File: src/design/dv128_pkg.sv
// ----------------------------------------------------------------------------
// dv128_pkg
// shared types and constants for the 128 by 64 bit pipelined divider
// ----------------------------------------------------------------------------
package dv128_pkg;

  localparam int WORD_W  = 64;
  localparam int DIVD_W  = 2 * WORD_W;
  localparam int N_STEPS = DIVD_W;

  localparam logic OP_UNSIGNED = 1'b0;
  localparam logic OP_SIGNED   = 1'b1;

  // one pipeline stage: the dividend shifts left, quotient bits enter at the bottom
  typedef struct packed {
    logic              valid;
    logic              neg;
    logic              dz;
    logic [WORD_W-1:0] rem;
    logic [DIVD_W-1:0] num;
    logic [WORD_W-1:0] den;
  } dv128_stage_t;

endpackage

File: src/design/dv128_post.sv
// ----------------------------------------------------------------------------
// dv128_post
// result stage: sign fix-up of the quotient, zero divisor result, output register
// ----------------------------------------------------------------------------
module dv128_post import dv128_pkg::*; (
  input  logic              clk,
  input  logic              rst_n,
  input  logic              en,
  input  dv128_stage_t      stg_i,
  output logic              out_valid,
  output logic [WORD_W-1:0] quotient,
  output logic              divide_by_zero
);

  logic              valid_r;
  logic [WORD_W-1:0] quo_r;
  logic [WORD_W-1:0] quo_nxt;
  logic              dz_r;
  logic [WORD_W-1:0] quo_raw;

  always_comb begin
    quo_raw = stg_i.num[WORD_W-1:0];
    if (stg_i.dz) begin
      quo_nxt = '1;
    end else if (stg_i.neg) begin
      quo_nxt = ~quo_raw + {{(WORD_W-1){1'b0}}, 1'b1};
    end else begin
      quo_nxt = quo_raw;
    end
  end

  always_ff @(posedge clk) begin
    if (!rst_n) begin
      valid_r <= 1'b0;
    end else if (en) begin
      valid_r <= stg_i.valid;
    end
  end

  always_ff @(posedge clk) begin
    if (en) begin
      quo_r <= quo_nxt;
      dz_r  <= stg_i.dz;
    end
  end

  assign out_valid      = valid_r;
  assign quotient       = quo_r;
  assign divide_by_zero = dz_r;

endmodule

File: config.mk
export PLATFORM = sky130hd
export DESIGN_NAME = dv128_post
export DESIGN_NICKNAME = d
export VERILOG_FILES = /design/src/design/dv128_pkg.sv /design/src/design/dv128_post.sv
export SDC_FILE = /design/constraint.sdc
export NUM_CORES = 1
export LEC_CHECK = 0
export BUFFER_PORTS_ARGS = -buffer_cell sky130_fd_sc_hd__buf_2
export CAP_MARGIN = 5
export CORE_AREA = 5 5 124 126
export CTS_CLUSTER_DIAMETER = 80
export DETAILED_ROUTE_END_ITERATION = 16
export DIE_AREA = 0 0 129 131
export PLACE_DENSITY = 0.66
export SYNTH_ARGS = -nofsm -noshare
export SYNTH_HDL_FRONTEND = slang
export SYNTH_SLANG_ARGS = --single-unit
File: constraint.sdc
create_clock -name clk -period 2.68 [get_ports clk]
set_clock_uncertainty 0.15 [all_clocks]
set_input_delay 0.268 -clock clk [delete_from_list [all_inputs] [get_ports clk]]
set_output_delay 0.268 -clock clk [all_outputs]
set_load 0.01 [all_outputs]
==> impl_metrics.sql <==
INSERT INTO impl_metrics (metric_group, metric, value, unit) VALUES
('min_path', 'min-delay-path-class', 'in2reg', ''),
('final_layout', 'post_route_cells_drive_above_1_share', '33.28', '%'),
('floorplanning', 'ios', '328', ''),
('floorplanning', 'die-width', '129', 'um'),
('worst_setup_path', 'startpoint_type', 'input port', ''),
('worst_setup_path', 'worst-endpoint-required', '2.69', 'ns'),
('worst_setup_path', 'slowest_stage', 'sky130_fd_sc_hd__or4_1', ''),
('global_route', 'globalRoute.totalOverflow', '0', ''),
('drt', 'avgViaCountPerCell', '5.260', ''),
('sta', 'fmaxAchievable', '394.1', 'MHz'),
('floorplanning', 'dieArea', '0.01690', 'mm^2'),
('logic_synthesis', 'postSynthCellCount', '435', ''),
('sta', 'grt_setup_unrepaired', 'false', ''),
('sta', 'period_minus_slack', '2.538', 'ns'),
('global_route', 'groute.usage.overall', '16.03', '%'),
('clocking', 'cts_buffers', '9', ''),
('floorplanning', 'die-height', '131', 'um'),
('floorplanning', 'num_rows', '44', ''),
('worst_setup_path', 'critical_path.cell_chain', 'buf_2 > or4_4 > or4_4 > or4_1 > buf_4 > mux2i_1 > nor3_1', ''),
('sta', 'max-slew-margin-rel', '52.58', '%'),
('clocking', 'cts-root-to-sink-buffers', '2', ''),
('drt', 'route.detailed.drc', '0', ''),
('drt', 'routed_wirelength', '13.54', 'mm'),
('floorplanning', 'initial_utilization', '29.36', '%'),
('final_layout', 'final_util', '39.16', '%'),
('drt', 'first_pass_iters', '5', ''),
('floorplanning', 'core_area', '0.01420', 'mm^2'),
('final_layout', 'syn2layout_area_growth', '33.36', '%'),
('drt', 'wire_per_inst', '17.36', 'um'),
('drt', 'drt_iter0_markers', '235', ''),
('worst_setup_path', 'end_kind', 'flop', ''),
('logic_synthesis', 'netlist_area', '0.004170', 'mm^2'),
('drt', 'route.antenna.remaining_nets', '0', ''),
('sta', 'worst_hold_slack', '0.06382', 'ns'),
('global_route', 'number_of_antenna_violations_at_the_first_check_in_global_routing', '7', ''),
('sta', 'slew_viol_final', '0', ''),
('sta', 'min_period_over_period', '94.69', '%'),
('final_layout', 'final.fill_count', '1459', ''),
('logic_synthesis', 'syn_avg_cell_area', '9.587', 'um^2'),
('pwr', 'worst_ir_drop_vdd', '0.1844', 'mV'),
('pwr', 'powerDensity', '506.3', 'mW/mm^2'),
('global_route', 'global_route_wire_length_before_repair', '21.18', 'mm'),
('logic_synthesis', 'postSynthRegisterBits', '66', ''),
('clocking', 'clk_transition_reported_paths', '0.06', 'ns'),
('worst_setup_path', 'crit_path_max_cell_delay', '0.60', 'ns'),
('flow_run', 'max_cap_violations', '0', ''),
('clocking', 'clock-sinks', '66', ''),
('status', 'outcome', 'completed', ''),
('place', 'rd_place_congestion', '0.8760', ''),
('place', 'detailed_place_hpwl', '10.53', 'mm'),
('global_route', 'first_global_vias', '3999', ''),
('place', 'buffer_ports.inserted', '135', ''),
('logic_synthesis', 'synth_seq_area_share', '47.28', '%'),
('worst_setup_path', 'timing.critical_path.arrival', '2.55', 'ns'),
('logic_synthesis', 'synth.yosys.warnings', '0', ''),
('worst_setup_path', 'timing.setup.critical_path_class', 'in2reg', ''),
('clocking', 'worstSkewPairLatency', '0.32', 'ns'),
('final_layout', 'layout.area.seq', '0.001972', 'mm^2'),
('clocking', 'post_cts_resize_count', '0', ''),
('sta', 'finalSetupViolCount', '0', ''),
('drt', 'route.vias.total', '4103', ''),
('global_route', 'maximum_number_of_pins_on_one_net_before_global_route_repair', '58', ''),
('clocking', 'cts_root_buffer', 'sky130_fd_sc_hd__clkbuf_16', ''),
('sta', 'timing_hold_violations_final', '0', ''),
('logic_synthesis', 'synthesis.nets', '698', ''),
('sta', 'worst_slew_pin_slew', '0.7114', 'ns'),
('clocking', 'h-tree-depth', '3', ''),
('pwr', 'power.leakage', '2.191', 'nW'),
('final_layout', 'multiInputGateArea', '0.002083', 'mm^2'),
('sta', 'postLayoutSetupSlackWorst', '0.1423', 'ns'),
('worst_setup_path', 'critical_path.max_fanout', '5', ''),
('clocking', 'tritoncts', 'built', ''),
('final_layout', 'design.final.nets', '855', ''),
('logic_synthesis', 'post_synth_num_cell_types', '45', ''),
('place', 'detailedPlace.worstSlack', '-0.1647', 'ns'),
('worst_setup_path', 'timing.critical_path.mode_cell', 'sky130_fd_sc_hd__or4_4', '');
## cell usage after synthesis (all sizes together)
library cell  count  area [um^2]
a211oi            6        45.04
a21boi            2        15.01
a21o              1        7.510
a21oi             8        40.04
a311oi            6        52.55
and3              4        25.02
and4              1        8.760
buf               5        23.77
clkbuf           26        97.59
dfxtp             1        20.02
edfxtp           65         1952
ha                1        12.51
inv               3        11.26
mux2i             8        80.08
nand2            57        214.0
nand2b            1        6.260
nand3            17        85.08
nand3b            2        15.01
nand4             6        37.54
nand4b            2        17.52
nor2             34        127.6
nor2b             7        43.79
nor3             34        175.2
nor3b             2        15.01
nor4              9        62.56
nor4b             1        8.760
o211a             1        10.01
o211ai            1        7.510
o21ai            14        70.07
o221ai            1        8.760
o311a             2        20.02
o311ai            1        8.760
o31a              1        8.760
o31ai            12        90.09
o41a              1        11.26
o41ai            22        192.7
or2               7        43.79
or3              20        125.1
or4               5        41.29
xnor2             1        8.760
xor2             37        324.1
## worst max-delay path: cells and delay by family
family	cells	cell delay (ns)
and+or+nand+nor	4	1.84
buffers and inverters	2	0.32
muxes	1	0.11
## placed cells by master, fill, tap and decap left out, types with 2 or more instances in the layout
master,n
sky130_fd_sc_hd__xor2_1,37
sky130_fd_sc_hd__nand3_1,17
sky130_fd_sc_hd__buf_2,135
sky130_fd_sc_hd__clkinv_1,2
sky130_fd_sc_hd__or4_4,2
sky130_fd_sc_hd__nor2b_1,7
sky130_fd_sc_hd__edfxtp_1,65
sky130_fd_sc_hd__mux2i_1,8
sky130_fd_sc_hd__nand4_1,6
sky130_fd_sc_hd__clkbuf_16,9
sky130_fd_sc_hd__nor2_1,34
sky130_fd_sc_hd__or2_2,7
sky130_fd_sc_hd__nand3b_1,2
sky130_fd_sc_hd__o41ai_1,21
sky130_fd_sc_hd__o31ai_1,12
sky130_fd_sc_hd__or3_1,20
sky130_fd_sc_hd__clkbuf_1,4
sky130_fd_sc_hd__a21boi_0,2
sky130_fd_sc_hd__and3_1,4
sky130_fd_sc_hd__nor4_1,8
sky130_fd_sc_hd__nand4b_1,2
sky130_fd_sc_hd__nor3_1,33
sky130_fd_sc_hd__nor3b_1,2
sky130_fd_sc_hd__inv_1,2
sky130_fd_sc_hd__a21oi_1,8
sky130_fd_sc_hd__a311oi_1,6
sky130_fd_sc_hd__buf_12,2
sky130_fd_sc_hd__or4_1,3
sky130_fd_sc_hd__o311a_1,2
sky130_fd_sc_hd__o21ai_0,14
sky130_fd_sc_hd__buf_4,39
sky130_fd_sc_hd__a211oi_1,6
sky130_fd_sc_hd__nand2_1,57
## logic make-up (layout without fill, tap and decap cells)
family	count (synthesis)	after routing	synth area share, %
flops	66	66	47.28
other cells	0	1	0
fa+ha+maj	1	1	0.3000
buf+inv	34	194	3.180
simple gates	209	209	25.23
compound gates	79	79	14.10
xor+xnor	38	38	7.981
mux	8	8	1.920
## routing by layer
layer / share of wire [%] / track usage [%]
met1: 44 / 21.23
met2: 43 / 23.75
met3: 9.9 / 7.195
met4: 1.9 / 4.509
met5: 0.58 / 0
## report_power, final
group	switching (mW)	internal, mW
clock network	0.399	0.613
registers	0.0259	1.25
logic	0.312	0.216
## timing repair
action | 4_1_cts | 5_1_grt
setup endpoints to repair | 0 | 0
setup buffers | 0 | 0
hold buffers | 1 | 0
hold endpoints to repair | 1 | 0
## path summary, 6_finish.rpt
path,slack [ns],to,depth (start not counted),from
setup / recovery,0.14,quotient[43],7,stg_i[80]
hold / removal,0.06,out_valid,3,stg_i[258]
setup reg to reg,1.95,out_valid,2,out_valid
hold reg to reg,0.36,out_valid,2,out_valid
## area by class of cell
type / count / area share, %
Antenna cell: 1 / 0.04499
Sequential cell: 66 / 35.46
Tap cell: 184 / 4.139
Timing Repair Buffer: 177 / 18.31
Inverter: 3 / 0.2025
Clock inverter: 1 / 0.06749
Clock buffer: 13 / 4.319
Multi-Input combinational cell: 335 / 37.46
## stage by stage
stage | TNS [ns] | power (mW) | area (um^2) | instances
2_1_floorplan | -0.2955 | 1.543 | 4205 | 435
3_3_place_gp | -2.055 | 1.814 | 5305 | 764
3_5_place_dp | -2.286 | 1.828 | 5305 | 764
4_1_cts | 0 | 2.859 | 5559 | 779
5_1_grt | 0 | 2.957 | 5562 | 780
6_report | 0 | 2.816 | 5562 | 780
## flip-flops by register name, summed over array words and instances, names as in the netlist
| signal | flops |
|---|---|
| quotient | 64 |
| divide_by_zero | 1 |
| out_valid | 1 |
Note: power is estimated with default switching activity, not from simulation.
