## src/design/dv128_pkg.sv

```systemverilog
// ----------------------------------------------------------------------------
// dv128_pkg
// shared types and constants for the 128 by 64 bit pipelined divider
// ----------------------------------------------------------------------------
package dv128_pkg;

  localparam int WORD_W  = 64;
  localparam int DIVD_W  = 2 * WORD_W;
  localparam int N_STEPS = DIVD_W;

  localparam logic OP_UNSIGNED = 1'b0;
  localparam logic OP_SIGNED   = 1'b1;

  // one pipeline stage: the dividend shifts left, quotient bits enter at the bottom
  typedef struct packed {
    logic              valid;
    logic              neg;
    logic              dz;
    logic [WORD_W-1:0] rem;
    logic [DIVD_W-1:0] num;
    logic [WORD_W-1:0] den;
  } dv128_stage_t;

endpackage

```

## src/design/dv128_step.sv

```systemverilog
// ----------------------------------------------------------------------------
// dv128_step
// one restoring division step: shift in a dividend bit, compare and subtract
// ----------------------------------------------------------------------------
module dv128_step import dv128_pkg::*; (
  input  logic         clk,
  input  logic         rst_n,
  input  logic         en,
  input  dv128_stage_t stg_i,
  output dv128_stage_t stg_o
);

  dv128_stage_t    stg_r;
  dv128_stage_t    stg_nxt;
  logic [WORD_W:0] trial;
  logic [WORD_W:0] diff;
  logic            ge;

  always_comb begin
    trial   = {stg_i.rem, stg_i.num[DIVD_W-1]};
    diff    = trial - {1'b0, stg_i.den};
    ge      = !diff[WORD_W];
    stg_nxt = stg_i;
    stg_nxt.rem = ge ? diff[WORD_W-1:0] : trial[WORD_W-1:0];
    stg_nxt.num = {stg_i.num[DIVD_W-2:0], ge};
  end

  always_ff @(posedge clk) begin
    if (!rst_n) begin
      stg_r.valid <= 1'b0;
    end else if (en) begin
      stg_r <= stg_nxt;
    end
  end

  assign stg_o = stg_r;

endmodule

```

## config.mk

```make
export PLATFORM = sky130hd
export DESIGN_NAME = dv128_step
export DESIGN_NICKNAME = d
export VERILOG_FILES = /design/src/design/dv128_pkg.sv /design/src/design/dv128_step.sv
export SDC_FILE = /design/constraint.sdc
export NUM_CORES = 1
export LEC_CHECK = 0
export ABC_AREA = 1
export BUFFER_PORTS_ARGS = -buffer_cell sky130_fd_sc_hd__buf_2
export CORE_AREA = 2 2 201 203
export CTS_BUF_LIST = sky130_fd_sc_hd__clkbuf_16
export CTS_CLUSTER_SIZE = 25
export DETAILED_ROUTE_END_ITERATION = 8
export DIE_AREA = 0 0 203 205
export PLACE_DENSITY = 0.73
export SETUP_SLACK_MARGIN = 0.1
export SLEW_MARGIN = 10
export SYNTH_ARGS = -nofsm -noshare
export SYNTH_HDL_FRONTEND = slang
export SYNTH_SLANG_ARGS = --single-unit
```

## constraint.sdc

```tcl
create_clock -name clk -period 14.56 [get_ports clk]
set_input_delay 0.728 -clock clk [delete_from_list [all_inputs] [get_ports clk]]
set_output_delay 0.728 -clock clk [all_outputs]
set_load 0.03 [all_outputs]
```

==> results of run 1 <==
## layer usage
| metal | part of all wire, % | track usage [%] | up-vias |
|---|---|---|---|
| met4 | 2.5 | 6.439 | 6 |
| li1 | - | - | 6859 |
| met5 | 0.067 | 0 | - |
| met1 | 42 | 34.82 | 6568 |
| met3 | 6.2 | 5.186 | 72 |
| met2 | 49 | 49.72 | 461 |
## logic make-up after synthesis
family          synth area share [%]
compound gates                 2.367
xor+xnor                       1.808
fa+ha+maj                      5.467
buf+inv                        10.80
flops                          51.74
simple gates                   27.82
## worst paths after layout
check                          start                 endpoint  depth (start not counted)
max reg2reg  stg_o[258]$_SDFFE_PN0P_  stg_o[258]$_SDFFE_PN0P_                          2
min reg2reg  stg_o[258]$_SDFFE_PN0P_  stg_o[258]$_SDFFE_PN0P_                          2
max                       stg_i[191]     stg_o[241]$_DFFE_PP_                         20
min                       stg_i[175]     stg_o[176]$_DFFE_PP_                          1
## stage by stage
step / hold slack [ns] / setup WS, ns / power, mW
final: 0.3122 / 11.21 / 2.256
after global routing: 0.2912 / 10.96 / 2.355
after CTS: 0.2753 / 11.22 / 2.276
after detailed placement: 0.5699 / 10.58 / 1.475
after global placement: 0.5532 / 10.70 / 1.473
after floorplan: 0.6550 / 8.242 / 1.289
## power by group
part,total [mW],internal [mW],switching [mW]
combinational,0.552,0.157,0.396
sequential,0.908,0.892,0.0163
clock,0.795,0.475,0.320
total,2.26,1.52,0.732
## layout make-up
class	count	area share [%]
diodes	4	0.05211
clock buffers	29	3.778
repair buffers	523	13.67
flip-flops and latches	259	40.44
inverters	395	7.758
multi-input cells	1201	29.28
clock inverters	25	1.602
well taps	525	3.420
## critical path, cell delays in order
cell and delay (ns):
buf_2 0.09, inv_1 0.04, ha_1 0.19, fa_1 0.44
inv_1 0.10, nand2_1 0.05, nand2_1 0.06, nand3_1 0.07
nand2_2 0.12, nand2_1 0.07, nand2_2 0.10, nand2_1 0.08
nand2_2 0.13, nand2_2 0.08, nand2_2 0.09, nand2_2 0.05
nand2_2 0.47, buf_4 0.55, nand2_1 0.12, nand2_1 0.09
## synthesized netlist by cell type (2+ instances only)
cell type	n	area (um2)
nor2_1	103	386.6
nand4_1	17	106.4
o21ai_0	5	25.02
nor4_1	3	18.77
buf_8	2	30.03
nor2_2	7	43.79
and3_1	2	12.51
a21oi_1	54	270.3
ha_1	64	800.8
o21bai_1	8	60.06
inv_1	390	1464
edfxtp_1	258	7747
nand3_1	70	350.3
inv_2	4	15.01
nor3_1	12	60.06
nand2_1	789	2962
buf_12	3	60.06
xor2_1	30	262.8
nand2_2	29	181.4
buf_2	6	30.03
==> qor.yml, run 1 <==
place_congestion: 0.9433
async_flop_share_pct: 0
synthFlopType: "edfxtp_1"
count_of_synthesis_stage_warnings_from_yosys: 0
cts_max_level: 1
leakage_power_summed_over_all_cells_nw: 10.28
total_non_filler_cell_area_in_the_finished_layout_um2: 19210
grt_first_pass_wirelength_um: 85420
worst-r2r-setup-slack_ns: 13.89
setup_viol: 0
setup_repair_after_global_routing_missed_its_margin: "no"
synthesis.area_um2: 15010
finClkSkew_ns: 0
largest_register_ff_count: 259
top_level_ports: 521
drt_drc_violations_left: 0
vias_in_the_first_global_route: 13760
clk_lat_worst_skew_ns: 0.57
timing.max_cap.violations: 0
critPathKind: "in -> reg"
synth.yosys.seq_area_share_pct: 51.74
run_status: "completed"
setup_tns_ns: 0
cp-start-kind: "primary input"
synth_cell_type_count: 32
firstDrtPassIters: 5
timing.final.crit_period_ns: 3.349
final-max-slew-violation-count: 0
worst_slew_pin_slew_ns: 1.027
fin_crit_sh_pct: 23.00
grt_overflow_total: 0
postCtsSetupBuffers: 0
hp-class: "in -> reg"
layout.cells.most_common_list: "nand2_1 (789), buf_2 (520), inv_1 (390)"
critical_path_arrival_ns: 3.81
antenna_violating_nets_left: 0
hpwlAfterDp_um: 49760
vias: 13970
timing.critical_path.to_type: "flip-flop"
fmaxAchievable_ghz: 0.2986
vdd.ir_drop.worst_uv: 115.3
area_taken_by_multi_input_logic_gates_um2: 5624
postSynthNetCount: 2195
cts.root.buffer_cell: "clkbuf_16"
netlist_instances: 1868
path_max_fanout: 36
numPortBuffers: 520
core_area_um2: 39370
cp_data_required_time_ns: 15.02
placement.cell_area_um2: 18160
cts.repair.resized: 0
postCtsHoldBufs: 0
floorplan.initialDensity_pct: 38.14
cts_num_sinks: 259
die_y_um: 205
cts.clk_slew.worst_paths_ns: 0.06
cts-root-to-sink-buffers: 3
floorplan.die_area_um2: 41620
pin_count_of_the_biggest_net_entering_global_routing: 135
hold_violations: 0
die_w_um: 203
clock_tree_from_tritoncts: "done"
seq_area_um2: 7767
area_growth_syn_to_layout_pct: 27.94
drt-vias-per-instance: 4.717
place_inst: 2903
powerDensity_nw_per_um2: 117.4
detailedRoute.firstIterationViolations: 891
final_core_utilization_pct: 48.79
slew_headroom_pct: 31.53
layout_commonest_cell: "nand2_1"
routed_wirelength_um: 59880
antenna_found_initial: 7
postSynthRegisterBits: 259
avgRoutedWirePerCell_um: 20.22
fraction_of_final_layout_cells_with_drive_strength_greater_than_1_pct: 25.37
synth_enable_flop_cells: 258
num-nets-final: 2736
core.rowCount: 73
syn-mean-instance-area_um2: 8.037
globalRouteTotalUtil_pct: 27.83
finish.cell_count_without_fillers: 2961
cts_inserted_buffers: 29
fillCellCount: 3933
Note: power is estimated with default switching activity, not from simulation.
==> run 2, diff against run 1 <==
Settings changed: ABC_AREA 1 to 0, CORE_AREA 2 2 201 203 to 2 2 202 204, DIE_AREA 0 0 203 205 to 0 0 204 206, PLACE_DENSITY 0.73 to 0.68.
Clock period 14.56 ns to 2.8 ns, I/O delays scaled along.
==> run 2 against run 1 <==
Routed wire length down 14%. Register-to-register slack worse by 12 ns. The flow now finishes with violations (negative setup slack). Via count fell by 11%. First-iteration DRC count shrank 20%. Worst setup slack worse by 11 ns. Sequential power rose to 5.2 times the previous value. Critical endpoint is now stg_o[243]$_DFFE_PP_.
==> qor.yml, run 2 <==
layout.cells.most_common_list: "buf_2 (503), edfxtp_1 (258), dlygate4sd3_1 (255)"  # was nand2_1 (789), buf_2 (520), inv_1 (390)
critPathKind: "in -> reg"  # unchanged
die_y_um: 206  # was 205 um
cts-root-to-sink-buffers: 3  # unchanged
synth_enable_flop_cells: 258  # unchanged
cts.root.buffer_cell: "clkbuf_16"  # unchanged
postSynthRegisterBits: 259  # unchanged
leakage_power_summed_over_all_cells_nw: 9.990  # was 10.28 nW
num-nets-final: 2338  # was 2736
crit_chain: "buf_6, inv_4, ha_4, buf_6, nand2_4, nor2_2, or4b_4, or4_4, a311o_1, a211oi_2, o21ai_2, xor2_1, mux2_4"  # was buf_2, inv_1, ha_1, fa_1, inv_1, nand2_1, nand2_1, nand3_1, nand2_2, nand2_1, nand2_2, nand2_1, nand2_2, nand2_2, nand2_2, nand2_2, nand2_2, buf_4, nand2_1, nand2_1
place_congestion: 0.8993  # was 0.9433
pre_cts_slack_ns: -0.6864  # was 10.58 ns
cp_slowest_stage_delay_ns: 0.58  # was 0.55 ns
timing.reg2reg.worst_path_depth: 3  # was 2
vias_in_the_first_global_route: 12610  # was 13760
floorplan.initialDensity_pct: 32.04  # was 38.14%
floorplan.die_area_um2: 42020  # was 41620 um2
timing.final.crit_period_ns: 2.839
synthFlopType: "edfxtp_1"  # unchanged
critical-path-slowest-cell: "or4_4"  # was buf_4
final_core_utilization_pct: 55.48  # was 48.79%
placement.cell_area_um2: 17840  # was 18160 um2
die_w_um: 204  # was 203 um
clk_lat_worst_skew_ns: 0.58  # was 0.57 ns
cp_data_required_time_ns: 3.13  # was 15.02 ns
async_flop_share_pct: 0  # unchanged
synthesis.area_um2: 12870  # was 15010 um2
postSynthNetCount: 1328  # was 2195
synthMostInstantiatedCell: "edfxtp_1"  # was nand2_1
hp-class: "in -> reg"  # unchanged
synth.top_cells.by_area: "edfxtp_1 (60%), ha_1 (6.2%), mux2_1 (4.7%), a21oi_1 (3.0%), inv_1 (2.5%)"  # was edfxtp_1 (52%), nand2_1 (20%), inv_1 (9.8%), ha_1 (5.3%), nor2_1 (2.6%)
drt_drc_violations_left: 0  # unchanged
drt-vias-per-instance: 4.838  # was 4.717
timing.hold.ws_ns: 0.1062  # was 0.3122 ns
grt_overflow_total: 0  # unchanged
powerDensity_nw_per_um2: 563.2  # was 117.4 nW/um2
synth.yosys.seq_area_share_pct: 60.34  # was 51.74%
top_level_ports: 521  # unchanged
fillCellCount: 3297  # was 3933
critical_path.most_common_cell: "buf_6"  # was nand2_2
antenna_found_initial: 15  # was 7
firstDrtPassIters: 5  # unchanged
finClkSkew_ns: 0  # unchanged
run_status: "finished, violations left"  # was completed
slew_headroom_pct: 55.96  # was 31.53%
total_non_filler_cell_area_in_the_finished_layout_um2: 22300  # was 19210 um2
violated_checks: "negative setup slack"
numPortBuffers: 520  # unchanged
setup_viol: 3  # was 0
final-max-slew-violation-count: 0  # unchanged
synthTopCellsByCount: "edfxtp_1 (258), inv_1 (85), a21oi_1 (76)"  # was nand2_1 (789), inv_1 (390), edfxtp_1 (258)
timing.critical_path.to_type: "flip-flop"  # unchanged
hold_violations: 0  # unchanged
source_of_the_critical_timing_path: "stg_i[26]"  # was stg_i[191]
layout_commonest_cell: "buf_2"  # was nand2_1
setup_tns_ns: -0.06289  # was 0 ns
cp-start-kind: "primary input"  # unchanged
vdd.ir_drop.worst_uv: 572.3  # was 115.3 uV
vias: 12460  # was 13970
grt_first_pass_wirelength_um: 72290  # was 85420 um
syn-mean-instance-area_um2: 12.86  # was 8.037 um2
cts.clk_slew.worst_paths_ns: 0.06  # about the same
fin_crit_sh_pct: 101.4
hpwlAfterDp_um: 36380  # was 49760 um
antenna_violating_nets_left: 0  # unchanged
globalRouteTotalUtil_pct: 22.61  # was 27.83%
seq_area_um2: 7767  # unchanged
clock_tree_from_tritoncts: "done"  # unchanged
largest_register_ff_count: 259  # unchanged
area_taken_by_multi_input_logic_gates_um2: 5176  # was 5624 um2
hold_depth: 4  # was 1
synth_cell_type_count: 75  # was 32
core_area_um2: 40180  # was 39370 um2
r2r-start: "stg_o[258]$_SDFFE_PN0P_"  # unchanged
fraction_of_final_layout_cells_with_drive_strength_greater_than_1_pct: 45.50  # was 25.37%
pin_count_of_the_biggest_net_entering_global_routing: 46  # was 135
cp-endpoint: "stg_o[243]$_DFFE_PP_"  # was stg_o[241]$_DFFE_PP_
critical_path_arrival_ns: 3.17  # was 3.81 ns
detailedRoute.firstIterationViolations: 710  # was 891
count_of_synthesis_stage_warnings_from_yosys: 0  # unchanged
cts_num_sinks: 259  # unchanged
core.rowCount: 74  # was 73
r2r-end: "stg_o[258]$_SDFFE_PN0P_"  # unchanged
fmaxAchievable_ghz: 0.3522
setup_repair_after_global_routing_missed_its_margin: "yes"  # was no
synth_largest_area_cell: "edfxtp_1"  # unchanged
avgRoutedWirePerCell_um: 20.01  # was 20.22 um
worst_slew_pin_slew_ns: 0.6606  # was 1.027 ns
netlist_instances: 1001  # was 1868
final_worst_setup_slack_ns: -0.03927  # was 11.21 ns
cts_max_level: 1  # unchanged
cts_inserted_buffers: 30  # was 29
area_growth_syn_to_layout_pct: 73.18  # was 27.94%
path_max_fanout: 4  # was 36
routed_wirelength_um: 51550  # was 59880 um
worst-r2r-setup-slack_ns: 1.63  # was 13.89 ns
area_fraction_of_the_dominant_cell_type_after_synthesis_pct: 60.18  # was 51.60%
timing.max_cap.violations: 0  # unchanged
==> run 2: cell count changes after synthesis, moves of 18 or more <==
| cell | before | now |
|---|---|---|
| nand2_1 | 789 | 62 |
| inv_1 | 390 | 85 |
| nor2_1 | 103 | 40 |
| nand3_1 | 70 | 10 |
| mux2_1 | 0 | 54 |
| xnor2_1 | 1 | 34 |
| a21o_1 | 0 | 32 |
| nand2_2 | 29 | 0 |
| clkbuf_1 | 0 | 24 |
| a21oi_1 | 54 | 76 |
| o21ai_0 | 5 | 23 |
==> run 2: where the power goes <==
| part | switching, mW | internal (mW) | total [mW] | leakage, nW |
|---|---|---|---|---|
| clock network | 1.65 | 2.32 | 3.97 | 0.509 |
| logic | 2.04 | 1.80 | 3.83 | 7.05 |
| registers | 0.0894 | 4.66 | 4.75 | 2.43 |
==> run 2: what timing repair did <==
action / 4_1_cts / 5_1_grt
pin swaps: 6 / 28
resized for setup: 46 / 109
endpoints found under the setup margin: 56 / 59
setup buffers: 7 / 11
hold buffers: 255 / 0
endpoints found under the hold margin: 254 / 0
cloned: 3 / 4
==> run 2: through the flow <==
stage / std cells / total power [mW]
final: 2576 / 12.56
after detailed placement: 2235 / 7.872
after global routing: 2574 / 13.04
after floorplan: 1001 / 6.630
after global placement: 2235 / 7.828
after CTS: 2556 / 12.34
==> run 2: worst min path at each step <==
| stage | from | end | slack, ns |
|---|---|---|---|
| 2_1_floorplan | stg_i[0] | stg_o[0]$_DFFE_PP_ | 0.24 |
| 3_3_place_gp | stg_i[139] | stg_o[140]$_DFFE_PP_ | 0.32 |
| 3_5_place_dp | stg_i[186] | stg_o[187]$_DFFE_PP_ | 0.32 |
| 4_1_cts | stg_i[253] | stg_o[254]$_DFFE_PP_ | 0.02 |
| 5_1_grt | stg_i[235] | stg_o[236]$_DFFE_PP_ | 0.07 |
| 6_report | stg_i[235] | stg_o[236]$_DFFE_PP_ | 0.11 |
==> run 2: cell type report <==
cell class / instances / share of cell area [%]
multi-input cells: 623 / 23.22
clock buffers: 30 / 3.367
flip-flops and latches: 259 / 34.84
clock inverters: 26 / 1.106
repair inverters: 1 / 0.07296
diodes: 9 / 0.1010
well taps: 532 / 2.986
inverters: 86 / 1.605
repair buffers: 1010 / 32.71
==> run 2: critical path: cells and delay by family <==
family	cells	cell delay [ns]
compound gates	3	0.92
xor+xnor	1	0.17
fa+ha+maj	1	0.25
buf+inv	3	0.23
mux	1	0.25
simple gates	4	1.20
==> run 2: kinds of logic after synthesis <==
logic type      synth area share [%]
fa+ha+maj                      6.376
compound gates                 12.30
buf+inv                        3.878
simple gates                   7.649
flops                          60.34
xor+xnor                       3.878
mux                            5.588
==> run 2: routing by layer <==
metal	share of wire (%)	wire length, um	track usage, %	up-vias
met3	6.9	3546	5.235	128
met5	0.15	76	0	-
met1	39	19870	26.06	5994
met4	5.3	2741	12.22	12
li1	-	-	-	5805
met2	49	25320	39.03	523
