### src/design/dv128_pkg.sv
// ----------------------------------------------------------------------------
// dv128_pkg
// shared types and constants for the 128 by 64 bit pipelined divider
// ----------------------------------------------------------------------------
package dv128_pkg;

  localparam int WORD_W  = 64;
  localparam int DIVD_W  = 2 * WORD_W;
  localparam int N_STEPS = DIVD_W;

  localparam logic OP_UNSIGNED = 1'b0;
  localparam logic OP_SIGNED   = 1'b1;

  // one pipeline stage: the dividend shifts left, quotient bits enter at the bottom
  typedef struct packed {
    logic              valid;
    logic              neg;
    logic              dz;
    logic [WORD_W-1:0] rem;
    logic [DIVD_W-1:0] num;
    logic [WORD_W-1:0] den;
  } dv128_stage_t;

endpackage

### src/design/dv128_prep.sv
// ----------------------------------------------------------------------------
// dv128_prep
// operand stage: magnitudes in signed mode, sign of the result, zero divisor
// ----------------------------------------------------------------------------
module dv128_prep import dv128_pkg::*; (
  input  logic              clk,
  input  logic              rst_n,
  input  logic              en,
  input  logic              in_valid,
  input  logic              opcode,
  input  logic [WORD_W-1:0] dividend_high,
  input  logic [WORD_W-1:0] dividend_low,
  input  logic [WORD_W-1:0] divisor,
  output dv128_stage_t      stg_o
);

  dv128_stage_t      stg_r;
  dv128_stage_t      stg_nxt;
  logic              num_neg;
  logic              den_neg;
  logic [DIVD_W-1:0] num_raw;

  always_comb begin
    num_raw  = {dividend_high, dividend_low};
    num_neg  = (opcode == OP_SIGNED) && dividend_high[WORD_W-1];
    den_neg  = (opcode == OP_SIGNED) && divisor[WORD_W-1];
    stg_nxt.valid = in_valid;
    stg_nxt.neg   = num_neg ^ den_neg;
    stg_nxt.dz    = (divisor == '0);
    stg_nxt.rem   = '0;
    stg_nxt.num   = num_neg ? (~num_raw + {{(DIVD_W-1){1'b0}}, 1'b1}) : num_raw;
    stg_nxt.den   = den_neg ? (~divisor + {{(WORD_W-1){1'b0}}, 1'b1}) : divisor;
  end

  always_ff @(posedge clk) begin
    if (!rst_n) begin
      stg_r.valid <= 1'b0;
    end else if (en) begin
      stg_r <= stg_nxt;
    end
  end

  assign stg_o = stg_r;

endmodule

### config.mk
export PLATFORM = sky130hd
export DESIGN_NAME = dv128_prep
export DESIGN_NICKNAME = d
export VERILOG_FILES = /design/src/design/dv128_pkg.sv /design/src/design/dv128_prep.sv
export SDC_FILE = /design/constraint.sdc
export NUM_CORES = 1
export LEC_CHECK = 0
export ABC_AREA = 1
export BUFFER_PORTS_ARGS = -buffer_cell sky130_fd_sc_hd__buf_2
export CAP_MARGIN = 30
export CORE_ASPECT_RATIO = 1.1
export CORE_MARGIN = 8
export CORE_UTILIZATION = 40
export CTS_CLUSTER_DIAMETER = 50
export CTS_CLUSTER_SIZE = 8
export DETAILED_ROUTE_END_ITERATION = 10
export PLACE_DENSITY = 0.73
export SYNTH_ARGS = -nofsm -noshare
export SYNTH_HDL_FRONTEND = slang
export SYNTH_SLANG_ARGS = --single-unit
### constraint.sdc
create_clock -name clk -period 17.1 [get_ports clk]
set_clock_uncertainty 0.1 [all_clocks]
set_input_delay 3.42 -clock clk [delete_from_list [all_inputs] [get_ports clk]]
set_output_delay 3.42 -clock clk [all_outputs]
set_load 0.02 [all_outputs]
==> summary.md, run 1 <==
| Metric | Value |
|---|---|
| Post-synthesis register bit count | 195 |
| Die area | 40400 µm² |
| PostCTS Resize Cnt | 0 |
| Reg area | just under 6000 µm² |
| Measured slew at the worst slew-check pin | 0.997 ns |
| CP endpoint kind | register |
| GP Congestion | 0.991 |
| Via count | 14500 |
| Pins Over Slew Limit | 0 |
| Post-CTS Setup Inserts | 0 |
| Setup_tns | 0 ns |
| Largest stage delay on the critical path | between 0.5 and 0.6 ns |
| Layout fillers | roughly 3600 |
| Slowest cell on crit path | buf_4 |
| Number of global-route vias before repair | 14500 |
| Hold slack | 0.457 ns |
| Starting Density | 0.403 |
| Layout cells sized above 1 | 0.207 |
| Overall Power | ~1.3 mW |
| Core Util, Final | 0.486 |
| Worst-path cell chain | buf_2 -> nand2_1 -> inv_1 -> buf_4 -> o21ai_0 -> nand4_1 -> nand2_1 -> nand2_1 |
| RSZ-0062 raised after global routing | no |
| Top_reg_cell synth | edfxtp_1 |
| Core Region | 33900 µm² |
| Synth warnings | 0 |
| Most common cell on crit path | nand2_1 |
| Iteration-0 DRC Markers | 1329 |
| Critical Path RT | 17.32 ns |
| Rel. slew slack | 0.328 |
| Largest register FFs | around 200 |
| First-pass detailed-route iteration total | 6 |
| VDD IR-drop max | 0.0562 mV |
| Min Tclk post-route | 5.62 ns |
| Initial antenna violation count | 5 |
| Startpoint Class | primary input |
| Ys async rst share | 0 |
| WL/cell | 23.8 µm |
| Row Count | 71 |
| Netlist cell types | 35 |
| Static leakage power | 7.21 nW |
| Grt total ovfl | 0 |
| F_max | roughly 180 MHz |
| Status | finished clean |
| Final HPWL DP | 55800 µm |
| Post-synthesis cell count | 1900 |
| H-tree depth | 4 |
| Max cap viols | 0 |
| All-Layer GR Usage | 0.313 |
| CTS clk-pin slew, worst paths | 0.08 ns |
| Number of CTS-inserted buffers | 17 |
| Drt via density | between 5 and 6 |
| Cts hold-fix bufs | 0 |
| Crit path max fanout | 53 |
| DIE HEIGHT | around 210 µm |
| Sequential-to-total area share from yosys stat | 0.427 |
| Largest net degree at the start of global routing | around 110 |
| Worst-Skew Late Latency | approximately 0.46 ns |
| Die Width | 192 µm |
| Port Buffers | a little under 400 |
| CTS tree | yes |
| Ratio of final minimum period to clock period | 0.329 |
| CTS Sinks | about 200 |
| Multi-input gate area | 6830 µm² |
| Min-Delay Path Class | reg -> reg |
| Crit path DAT | approximately 6 ns |
| Post-synth EDFFs | 194 |
| Num ports | 456 |
| Root buffer cell | clkbuf_16 |
| WS Path Type | in -> reg |
| Remaining routing DRC violations | 0 |
| Setup violations, final | 0 |
| Power per Cell Area | 80.3 nW/µm² |
| Post-Syn Area | 13700 µm² |
| Clk buf depth | 2 |
| Final hold vios | 0 |
| First-pass GRT wire length | just over 90000 µm |
| Routed wire length | roughly 65000 µm |
| Final #Nets | 2493 |
| Syn-to-layout area delta | 20.6% |
| Mean area per synthesized cell | 7.20 µm² |
| Post-route ant nets | 0 |
stage by stage:
stage | cell area [µm²] | instances | setup WS [ns]
after floorplan | 13900 | 1963 | 9.27
after global placement | 15800 | 2709 | 10.66
after detailed placement | 15900 | 2712 | 11.15
after CTS | 16500 | 2744 | 11.63
after global routing | 16500 | 2746 | 11.34
final | 16500 | 2747 | 11.48
placed cells by master, fill, tap and decap left out, drive strengths merged, types with 4 or more instances in the layout:
| cell | count |
|---|---|
| nand2 | 663 |
| nor2 | 417 |
| buf | 398 |
| edfxtp | 194 |
| inv | 169 |
| nand3 | 159 |
| conb | 64 |
| xor2 | 61 |
| o21ai | 52 |
| xnor2 | 38 |
| nand4 | 34 |
| clkbuf | 17 |
| clkinv | 10 |
| a21oi | 8 |
| nand3b | 6 |
| nor3 | 4 |
worst max-delay path, delay by kind of cell:
family / cells / cell delay (ns)
buffers and inverters: 3 / 1.05
AO/OA/AOI/OAI: 1 / 0.43
AND/OR/NAND/NOR: 4 / 0.89
power by group:
part	internal, mW	switching, mW	leakage (nW)	total, mW
sequential	0.577	0.0125	1.81	0.589
clock	0.205	0.205	0.280	0.410
combinational	0.0906	0.235	5.12	0.325
total	0.873	0.452	7.21	1.32
synth_stat cells (2+ instances only):
library cell	instances	area, µm²
a21oi_1	5	25.0
a21oi_2	3	26.3
and2_1	2	12.5
buf_2	12	60.1
buf_4	70	526
buf_6	2	22.5
edfxtp_1	194	5830
ha_1	2	25.0
inv_1	165	619
nand2_1	653	2450
nand2_2	8	50.1
nand2_4	2	22.5
nand3_1	158	791
nand3b_1	6	45.0
nand4_1	34	213
nor2_1	388	1460
nor2_2	14	87.6
nor2_4	15	169
nor3_1	4	20.0
o21ai_0	34	170
o21ai_1	14	70.1
o21ai_2	4	35.0
o21bai_1	2	15.0
xnor2_1	38	333
xor2_1	61	534
cell families (layout without fill, tap and decap cells):
family / count (synthesis) / after routing / share of synthesized area
xor gates and xnor gates: 99 / 99 / 0.0634
DFF: 195 / 195 / 0.427
buffers and inverters: 252 / 596 / 0.0906
and+or+nand+nor: 1287 / 1287 / 0.390
adders and majority gates: 2 / 2 / 0.00183
AOI/OAI and AO/OA: 64 / 64 / 0.0260
other: 1 / 66 / 0.000274
worst paths after layout:
| path | slack (ns) | from | to | cells past startpoint |
|---|---|---|---|---|
| worst max register to register | 16.37 | stg_o[258]$_SDFFE_PN0P_ | stg_o[258]$_SDFFE_PN0P_ | 2 |
| worst min register to register | 0.46 | stg_o[258]$_SDFFE_PN0P_ | stg_o[258]$_SDFFE_PN0P_ | 2 |
| worst max-delay path | 11.48 | opcode | stg_o[59]$_DFFE_PP_ | 8 |
| worst min-delay path | 0.46 | stg_o[258]$_SDFFE_PN0P_ | stg_o[258]$_SDFFE_PN0P_ | 2 |
area by class of cell:
class / instances / area share
Multi-Input combinational cell: 1516 / 0.414
Sequential cell: 195 / 0.354
Timing Repair Buffer: 398 / 0.125
Inverter: 166 / 0.0382
Tap cell: 438 / 0.0332
Clock buffer: 17 / 0.0258
Clock inverter: 15 / 0.00926
Antenna cell: 2 / 0.000303
metal layers:
metal	share of wire	vias up	wire length, µm	track usage
met5	0.00040	-	26	0
met4	0.056	4	3630	0.168
met3	0.077	138	5000	0.0634
met2	0.50	831	32400	0.551
met1	0.37	6849	24300	0.348
li1	-	6724	-	-
(Power assumes the default switching activity.)
==> run 2, diff against run 1 <==
--- a/config.mk
+++ b/config.mk
@@ -14,7 +14,7 @@
 export CTS_CLUSTER_DIAMETER = 50
 export CTS_CLUSTER_SIZE = 8
 export DETAILED_ROUTE_END_ITERATION = 10
-export PLACE_DENSITY = 0.73
+export PLACE_DENSITY = 0.75
 export SYNTH_ARGS = -nofsm -noshare
 export SYNTH_HDL_FRONTEND = slang
 export SYNTH_SLANG_ARGS = --single-unit
==> constraint.sdc (replaced) <==
create_clock -name clk -period 4.9 [get_ports clk]
set_clock_uncertainty 0.1 [all_clocks]
set_input_delay 0.98 -clock clk [delete_from_list [all_inputs] [get_ports clk]]
set_output_delay 0.98 -clock clk [all_outputs]
set_load 0.02 [all_outputs]
==> run 2 against run 1 <==
Net effect:
- flip-flop and latch count did not move
- clock-buffer cell count rose by 4
- critical path depth rose by 2
- final cell count rose by 0.18%
- power rose to 3.5 times the previous value
- wire length rose by 0.15%
- global-route usage rose by 0.28 points
- first-iteration DRC count fell by 8.4%
- register-to-register slack got worse by 12 ns
- worst hold slack improved by 0.0091 ns
- design area fell by 0.11%
==> summary.md, run 2 (synthesis gave the netlist of run 1 again) <==
| Metric | Value |
|---|---|
| Post-CTS Setup Inserts | 0 |
| VDD IR-drop max | 0.216 mV |
| CTS Sinks | between 150 and 200 |
| Setup crit end | stg_o[150]$_DFFE_PP_ |
| Most common cell after layout, fill and taps aside | nand2_1 |
| Sum of buffers and inverters on the critical path | 3 |
| Final Instance Area | 16500 µm² |
| Min Tclk post-route | 2.87 ns |
| Slowest cell on crit path | clkinv_2 |
| Cts hold-fix bufs | 0 |
| Starting Density | 0.403 |
| F_max | approximately 350 MHz |
| First-pass GRT wire length | 92400 µm |
| Final HPWL DP | 56500 µm |
| Port Buffers | 391 |
| Setup_tns | 0 ns |
| Dpl cell area | 15900 µm² |
| Num ports | 456 |
| H-tree depth | 4 |
| Syn-to-layout area delta | 20.5% |
| Reg2reg start | stg_o[258]$_SDFFE_PN0P_ |
| Critical Path RT | roughly 5.0 ns |
| Final hold vios | 0 |
| Remaining routing DRC violations | 0 |
| Hold Path Depth | 2 |
| GP Congestion | 1.00 |
| Rel. slew slack | 0.331 |
| Root buffer cell | clkbuf_16 |
| Crit path DAT | 2.99 ns |
| PostCTS Resize Cnt | 0 |
| Min-Delay Path Class | reg -> reg |
| Die area | 40400 µm² |
| Largest register FFs | 195 |
| Die Width | about 190 µm |
| Static leakage power | 7.20 nW |
| Largest stage delay on the critical path | 0.44 ns |
| Top delay family on crit path | buffers and inverters |
| Via count | 14400 |
| Status | finished clean |
| WS Path Type | in -> reg |
| Largest net degree at the start of global routing | 73 |
| Power per Cell Area | 281 nW/µm² |
| Max cap viols | 0 |
| Grt total ovfl | 0 |
| Worst-path cell chain | buf_2 -> nand2_4 -> clkinv_2 -> buf_4 -> nand2_2 -> nand2_1 -> nor2_2 -> nand2_1 -> nand2_1 -> nand2_1 |
| Pins Over Slew Limit | 0 |
| CP endpoint kind | register |
| CTS tree | yes |
| Core Region | 33900 µm² |
| All-Layer GR Usage | 0.315 |
| Initial antenna violation count | 4 |
| Core Util, Final | 0.485 |
| Layout fillers | 3517 |
| Crit path max fanout | 38 |
| WL/cell | 23.8 µm |
| Startpoint Class | primary input |
| Drt via density | between 5 and 6 |
| Overall Power | 4.62 mW |
| DIE HEIGHT | 210 µm |
| Post-route ant nets | 0 |
| Row Count | 71 |
| Ratio of final minimum period to clock period | 0.587 |
| Hold slack | 0.466 ns |
| Setup violations, final | 0 |
| Most common cell on crit path | nand2_1 |
| Final #Nets | approximately 2500 |
| Most frequent cells in the layout | nand2_1 (653), buf_2 (391), nor2_1 (388) |
| FF-to-FF path depth | 2 |
| RSZ-0062 raised after global routing | no |
| Routed wire length | 65400 µm |
| Measured slew at the worst slew-check pin | 1.00 ns |
| Iteration-0 DRC Markers | 1217 |
| Worst-Skew Late Latency | roughly 0.46 ns |
| Number of global-route vias before repair | ~15000 |
| Reg2reg setup slack | 4.16 ns |
| Layout cells sized above 1 | 0.208 |
| CTS clk-pin slew, worst paths | 0.08 ns |
| Clk buf depth | 2 |
| Number of CTS-inserted buffers | 17 |
| Worst r2r dst | stg_o[258]$_SDFFE_PN0P_ |
| First-pass detailed-route iteration total | 6 |
| WP depth | 10 |
| CP startpoint | opcode |
==> run 2: changes by cell type in the layout (fill, tap and decap cells not counted), moves of 2 or more <==
cell        delta
clkbuf_1       +3
clkinv_8       -2
clkinv_1       -3
clkinvlp_4     +3
buf_16         -2
buf_4          +8
inv_8          -2
==> run 2: metal layers <==
metal / vias up / track usage / part of all wire
li1: 6740 / - / -
met1: 6655 / 0.352 / 0.37
met2: 835 / 0.555 / 0.49
met3: 130 / 0.0576 / 0.083
met4: 0 / 0.180 / 0.057
met5: - / 0 / 0
==> run 2: worst reg2reg max path, delay by kind of cell (launching register included) <==
family,cells,cell delay (ns)
flip-flops,1,0.32
AO/OA/AOI/OAI,2,0.22
==> run 2: report_power, final <==
group | switching (mW) | leakage, nW | internal (mW) | total (mW)
Combinational | 0.815 | 5.12 | 0.314 | 1.13
Clock | 0.668 | 0.274 | 0.769 | 1.44
Sequential | 0.0420 | 1.81 | 2.01 | 2.06
Total | 1.53 | 7.20 | 3.10 | 4.62
==> run 2: area by class of cell <==
class / count / area, µm² / area share
Antenna cell: 3 / 7.51 / 0.000456
Clock buffer: 21 / 450 / 0.0273
Clock inverter: 11 / 128 / 0.00775
Inverter: 166 / 628 / 0.0381
Multi-Input combinational cell: 1516 / 6830 / 0.414
Sequential cell: 195 / 5850 / 0.355
Tap cell: 438 / 548 / 0.0333
Timing Repair Buffer: 402 / 2040 / 0.124
==> run 2: how the worst min path moves through the flow <==
stage                                  startpoint                       to  slack [ns]
final                     stg_o[258]$_SDFFE_PN0P_  stg_o[258]$_SDFFE_PN0P_        0.47
after CTS                 stg_o[258]$_SDFFE_PN0P_  stg_o[258]$_SDFFE_PN0P_        0.46
after detailed placement  stg_o[258]$_SDFFE_PN0P_  stg_o[258]$_SDFFE_PN0P_        0.45
after global routing      stg_o[258]$_SDFFE_PN0P_  stg_o[258]$_SDFFE_PN0P_        0.52
after global placement    stg_o[258]$_SDFFE_PN0P_  stg_o[258]$_SDFFE_PN0P_        0.41
after floorplan           stg_o[258]$_SDFFE_PN0P_  stg_o[258]$_SDFFE_PN0P_        0.51
==> run 2: metrics by stage <==
stage,cells,setup slack [ns]
2_1_floorplan,1963,0.455
3_3_place_gp,2717,1.63
3_5_place_dp,2717,1.62
4_1_cts,2749,2.11
5_1_grt,2749,1.92
6_report,2752,2.03
==> run 3, diff against run 2 <==
--- a/config.mk
+++ b/config.mk
@@ -14,7 +14,7 @@
 export CTS_CLUSTER_DIAMETER = 50
 export CTS_CLUSTER_SIZE = 8
 export DETAILED_ROUTE_END_ITERATION = 10
-export PLACE_DENSITY = 0.75
+export PLACE_DENSITY = 0.73
 export SYNTH_ARGS = -nofsm -noshare
 export SYNTH_HDL_FRONTEND = slang
 export SYNTH_SLANG_ARGS = --single-unit
==> constraint.sdc (replaced) <==
create_clock -name clk -period 2.7 [get_ports clk]
set_clock_uncertainty 0.1 [all_clocks]
set_input_delay 0.54 -clock clk [delete_from_list [all_inputs] [get_ports clk]]
set_output_delay 0.54 -clock clk [all_outputs]
set_load 0.02 [all_outputs]
==> run 3 against run 2 <==
Net effect:
- wire length up 1.8%
- non-clock buffer count up 44
- clock power rose by 92%
- utilization increased by 1.4 points
- die area is the same
- global-route usage is 0.54 points higher
- register-to-register slack got worse by 2.2 ns
- largest cell class unchanged
- power is 87% higher
- flip-flop and latch count stayed put
==> summary.md, run 3 (synthesis gave the netlist of run 1 again) <==
| Metric | Value |
|---|---|
| Grt total ovfl | 0 |
| CTS Sinks | 195 |
| Post-CTS Setup Inserts | 0 |
| Hold slack | 0.171 ns |
| All-Layer GR Usage | 0.321 |
| Initial antenna violation count | 8 |
| Post-route ant nets | 0 |
| Power per Cell Area | 509 nW/µm² |
| Rel. slew slack | 0.489 |
| Worst r2r dst | stg_o[258]$_SDFFE_PN0P_ |
| Most frequent cells in the layout | nand2_1 (652), buf_2 (391), nor2_1 (388) |
| Num ports | 456 |
| Via count | 14600 |
| Crit path max fanout | 4 |
| Largest net degree at the start of global routing | 66 |
| CP startpoint | dividend_low[54] |
| Drt via density | 5.21 |
| H-tree depth | 4 |
| Reg2reg start | stg_o[258]$_SDFFE_PN0P_ |
| Measured slew at the worst slew-check pin | 0.758 ns |
| Cts hold-fix bufs | 0 |
| Final HPWL DP | 56900 µm |
| Final hold vios | 0 |
| F_max | 438 MHz |
| WL/cell | 23.8 µm |
| Min-Delay Path Class | in -> reg |
| First-pass detailed-route iteration total | 6 |
| RSZ-0062 raised after global routing | no |
| Ratio of final minimum period to clock period | 0.846 |
| CTS tree | yes |
| Status | finished clean |
| WS Path Type | in -> reg |
| Die Width | 192 µm |
| CP endpoint kind | register |
| Setup violations, final | 0 |
| Setup crit end | stg_o[148]$_DFFE_PP_ |
| Dpl cell area | 16300 µm² |
| Final #Nets | 2541 |
| VDD IR-drop max | just under 0.4 mV |
| Crit path DAT | 2.40 ns |
| FF-to-FF path depth | 2 |
| Row Count | 71 |
| Pins Over Slew Limit | 0 |
| Clk buf depth | 2 |
| Largest register FFs | just under 200 |
| Root buffer cell | clkbuf_16 |
| First-pass GRT wire length | 94500 µm |
| Worst-Skew Late Latency | 0.45 ns |
| Startpoint Class | primary input |
| GP Congestion | 1.03 |
| Number of CTS-inserted buffers | 17 |
| Routed wire length | about 67000 µm |
| DIE HEIGHT | 210 µm |
| CTS clk-pin slew, worst paths | 0.09 ns |
| Iteration-0 DRC Markers | 1419 |
| Setup ws final | 0.416 ns |
| Syn-to-layout area delta | 24.0% |
| Static leakage power | 7.46 nW |
| Die area | ~40000 µm² |
| Remaining routing DRC violations | 0 |
| Core Region | ~34000 µm² |
| Layout cells sized above 1 | 0.225 |
| Critical Path RT | 2.82 ns |
| Final Instance Area | 17000 µm² |
| Reg2reg setup slack | 1.98 ns |
| PostCTS Resize Cnt | 0 |
| Core Util, Final | 0.500 |
| Starting Density | 0.403 |
| Most common cell after layout, fill and taps aside | nand2_1 |
| Number of global-route vias before repair | 15000 |
| Port Buffers | 391 |
| Max cap viols | 0 |
| Worst slack at placement | -0.00283 ns |
| Min Tclk post-route | 2.28 ns |
==> run 3: cell count changes in the layout (fill, tap and decap cells not counted), sizes merged <==
cell	before	now
clkbuf	21	17
inv	166	168
clkinvlp	4	5
buf	402	446
diode	3	5
clkinv	5	6
==> run 3: worst min path at each step <==
stage                                  startpoint                 endpoint  slack, ns  depth (start not counted)
after global routing                   divisor[0]       stg_o[0]$_DFFE_PP_       0.16                          1
after CTS                              divisor[0]       stg_o[0]$_DFFE_PP_       0.17                          1
after floorplan           stg_o[258]$_SDFFE_PN0P_  stg_o[258]$_SDFFE_PN0P_       0.51                          2
final                                  divisor[0]       stg_o[0]$_DFFE_PP_       0.17                          1
after detailed placement  stg_o[258]$_SDFFE_PN0P_  stg_o[258]$_SDFFE_PN0P_       0.42                          2
after global placement    stg_o[258]$_SDFFE_PN0P_  stg_o[258]$_SDFFE_PN0P_       0.41                          2
==> run 3: area by class of cell <==
type | instances | area [µm²]
fill | 3502 | 17000
sequential | 195 | 5850
clock buffer | 17 | 425
clock inverter | 15 | 195
antenna | 5 | 12.5
tap | 438 | 548
timing repair buffer | 446 | 2460
multi-input combinational | 1516 | 6840
inverter | 166 | 628
==> run 3: report_power, final <==
| group | total, mW | switching, mW | leakage (nW) | internal, mW |
|---|---|---|---|---|
| Sequential | 3.73 | 0.0800 | 1.81 | 3.65 |
| Combinational | 2.14 | 1.52 | 5.36 | 0.622 |
| Clock | 2.76 | 1.35 | 0.290 | 1.41 |
==> run 3: worst max-delay path, cell delays in order <==
cell     delay [ns]
buf_2          0.12
buf_4          0.13
nor2_1         0.40
nand2_1        0.14
nor2_1         0.15
nand2_1        0.17
o21ai_0        0.47
nand2_1        0.14
nand2_1        0.09
nand2_1        0.05
==> run 3: routing by layer <==
layer  track usage  routed length [µm]  vias to the layer above
met5             0                   0                        -
met3        0.0591                5160                      168
li1              -                   -                     6831
met4         0.191                4500                        0
met2         0.553               32200                      854
met1         0.364               24700                     6736
==> run 3: through the flow <==
stage               TNS [ns]  instances  total power, mW
floorplan            -242.98       1963             5.03
global placement      -0.102       2761             5.90
detailed placement  -0.00283       2761             5.91
CTS                        0       2793             8.63
global route               0       2796             8.90
finish                     0       2798             8.63
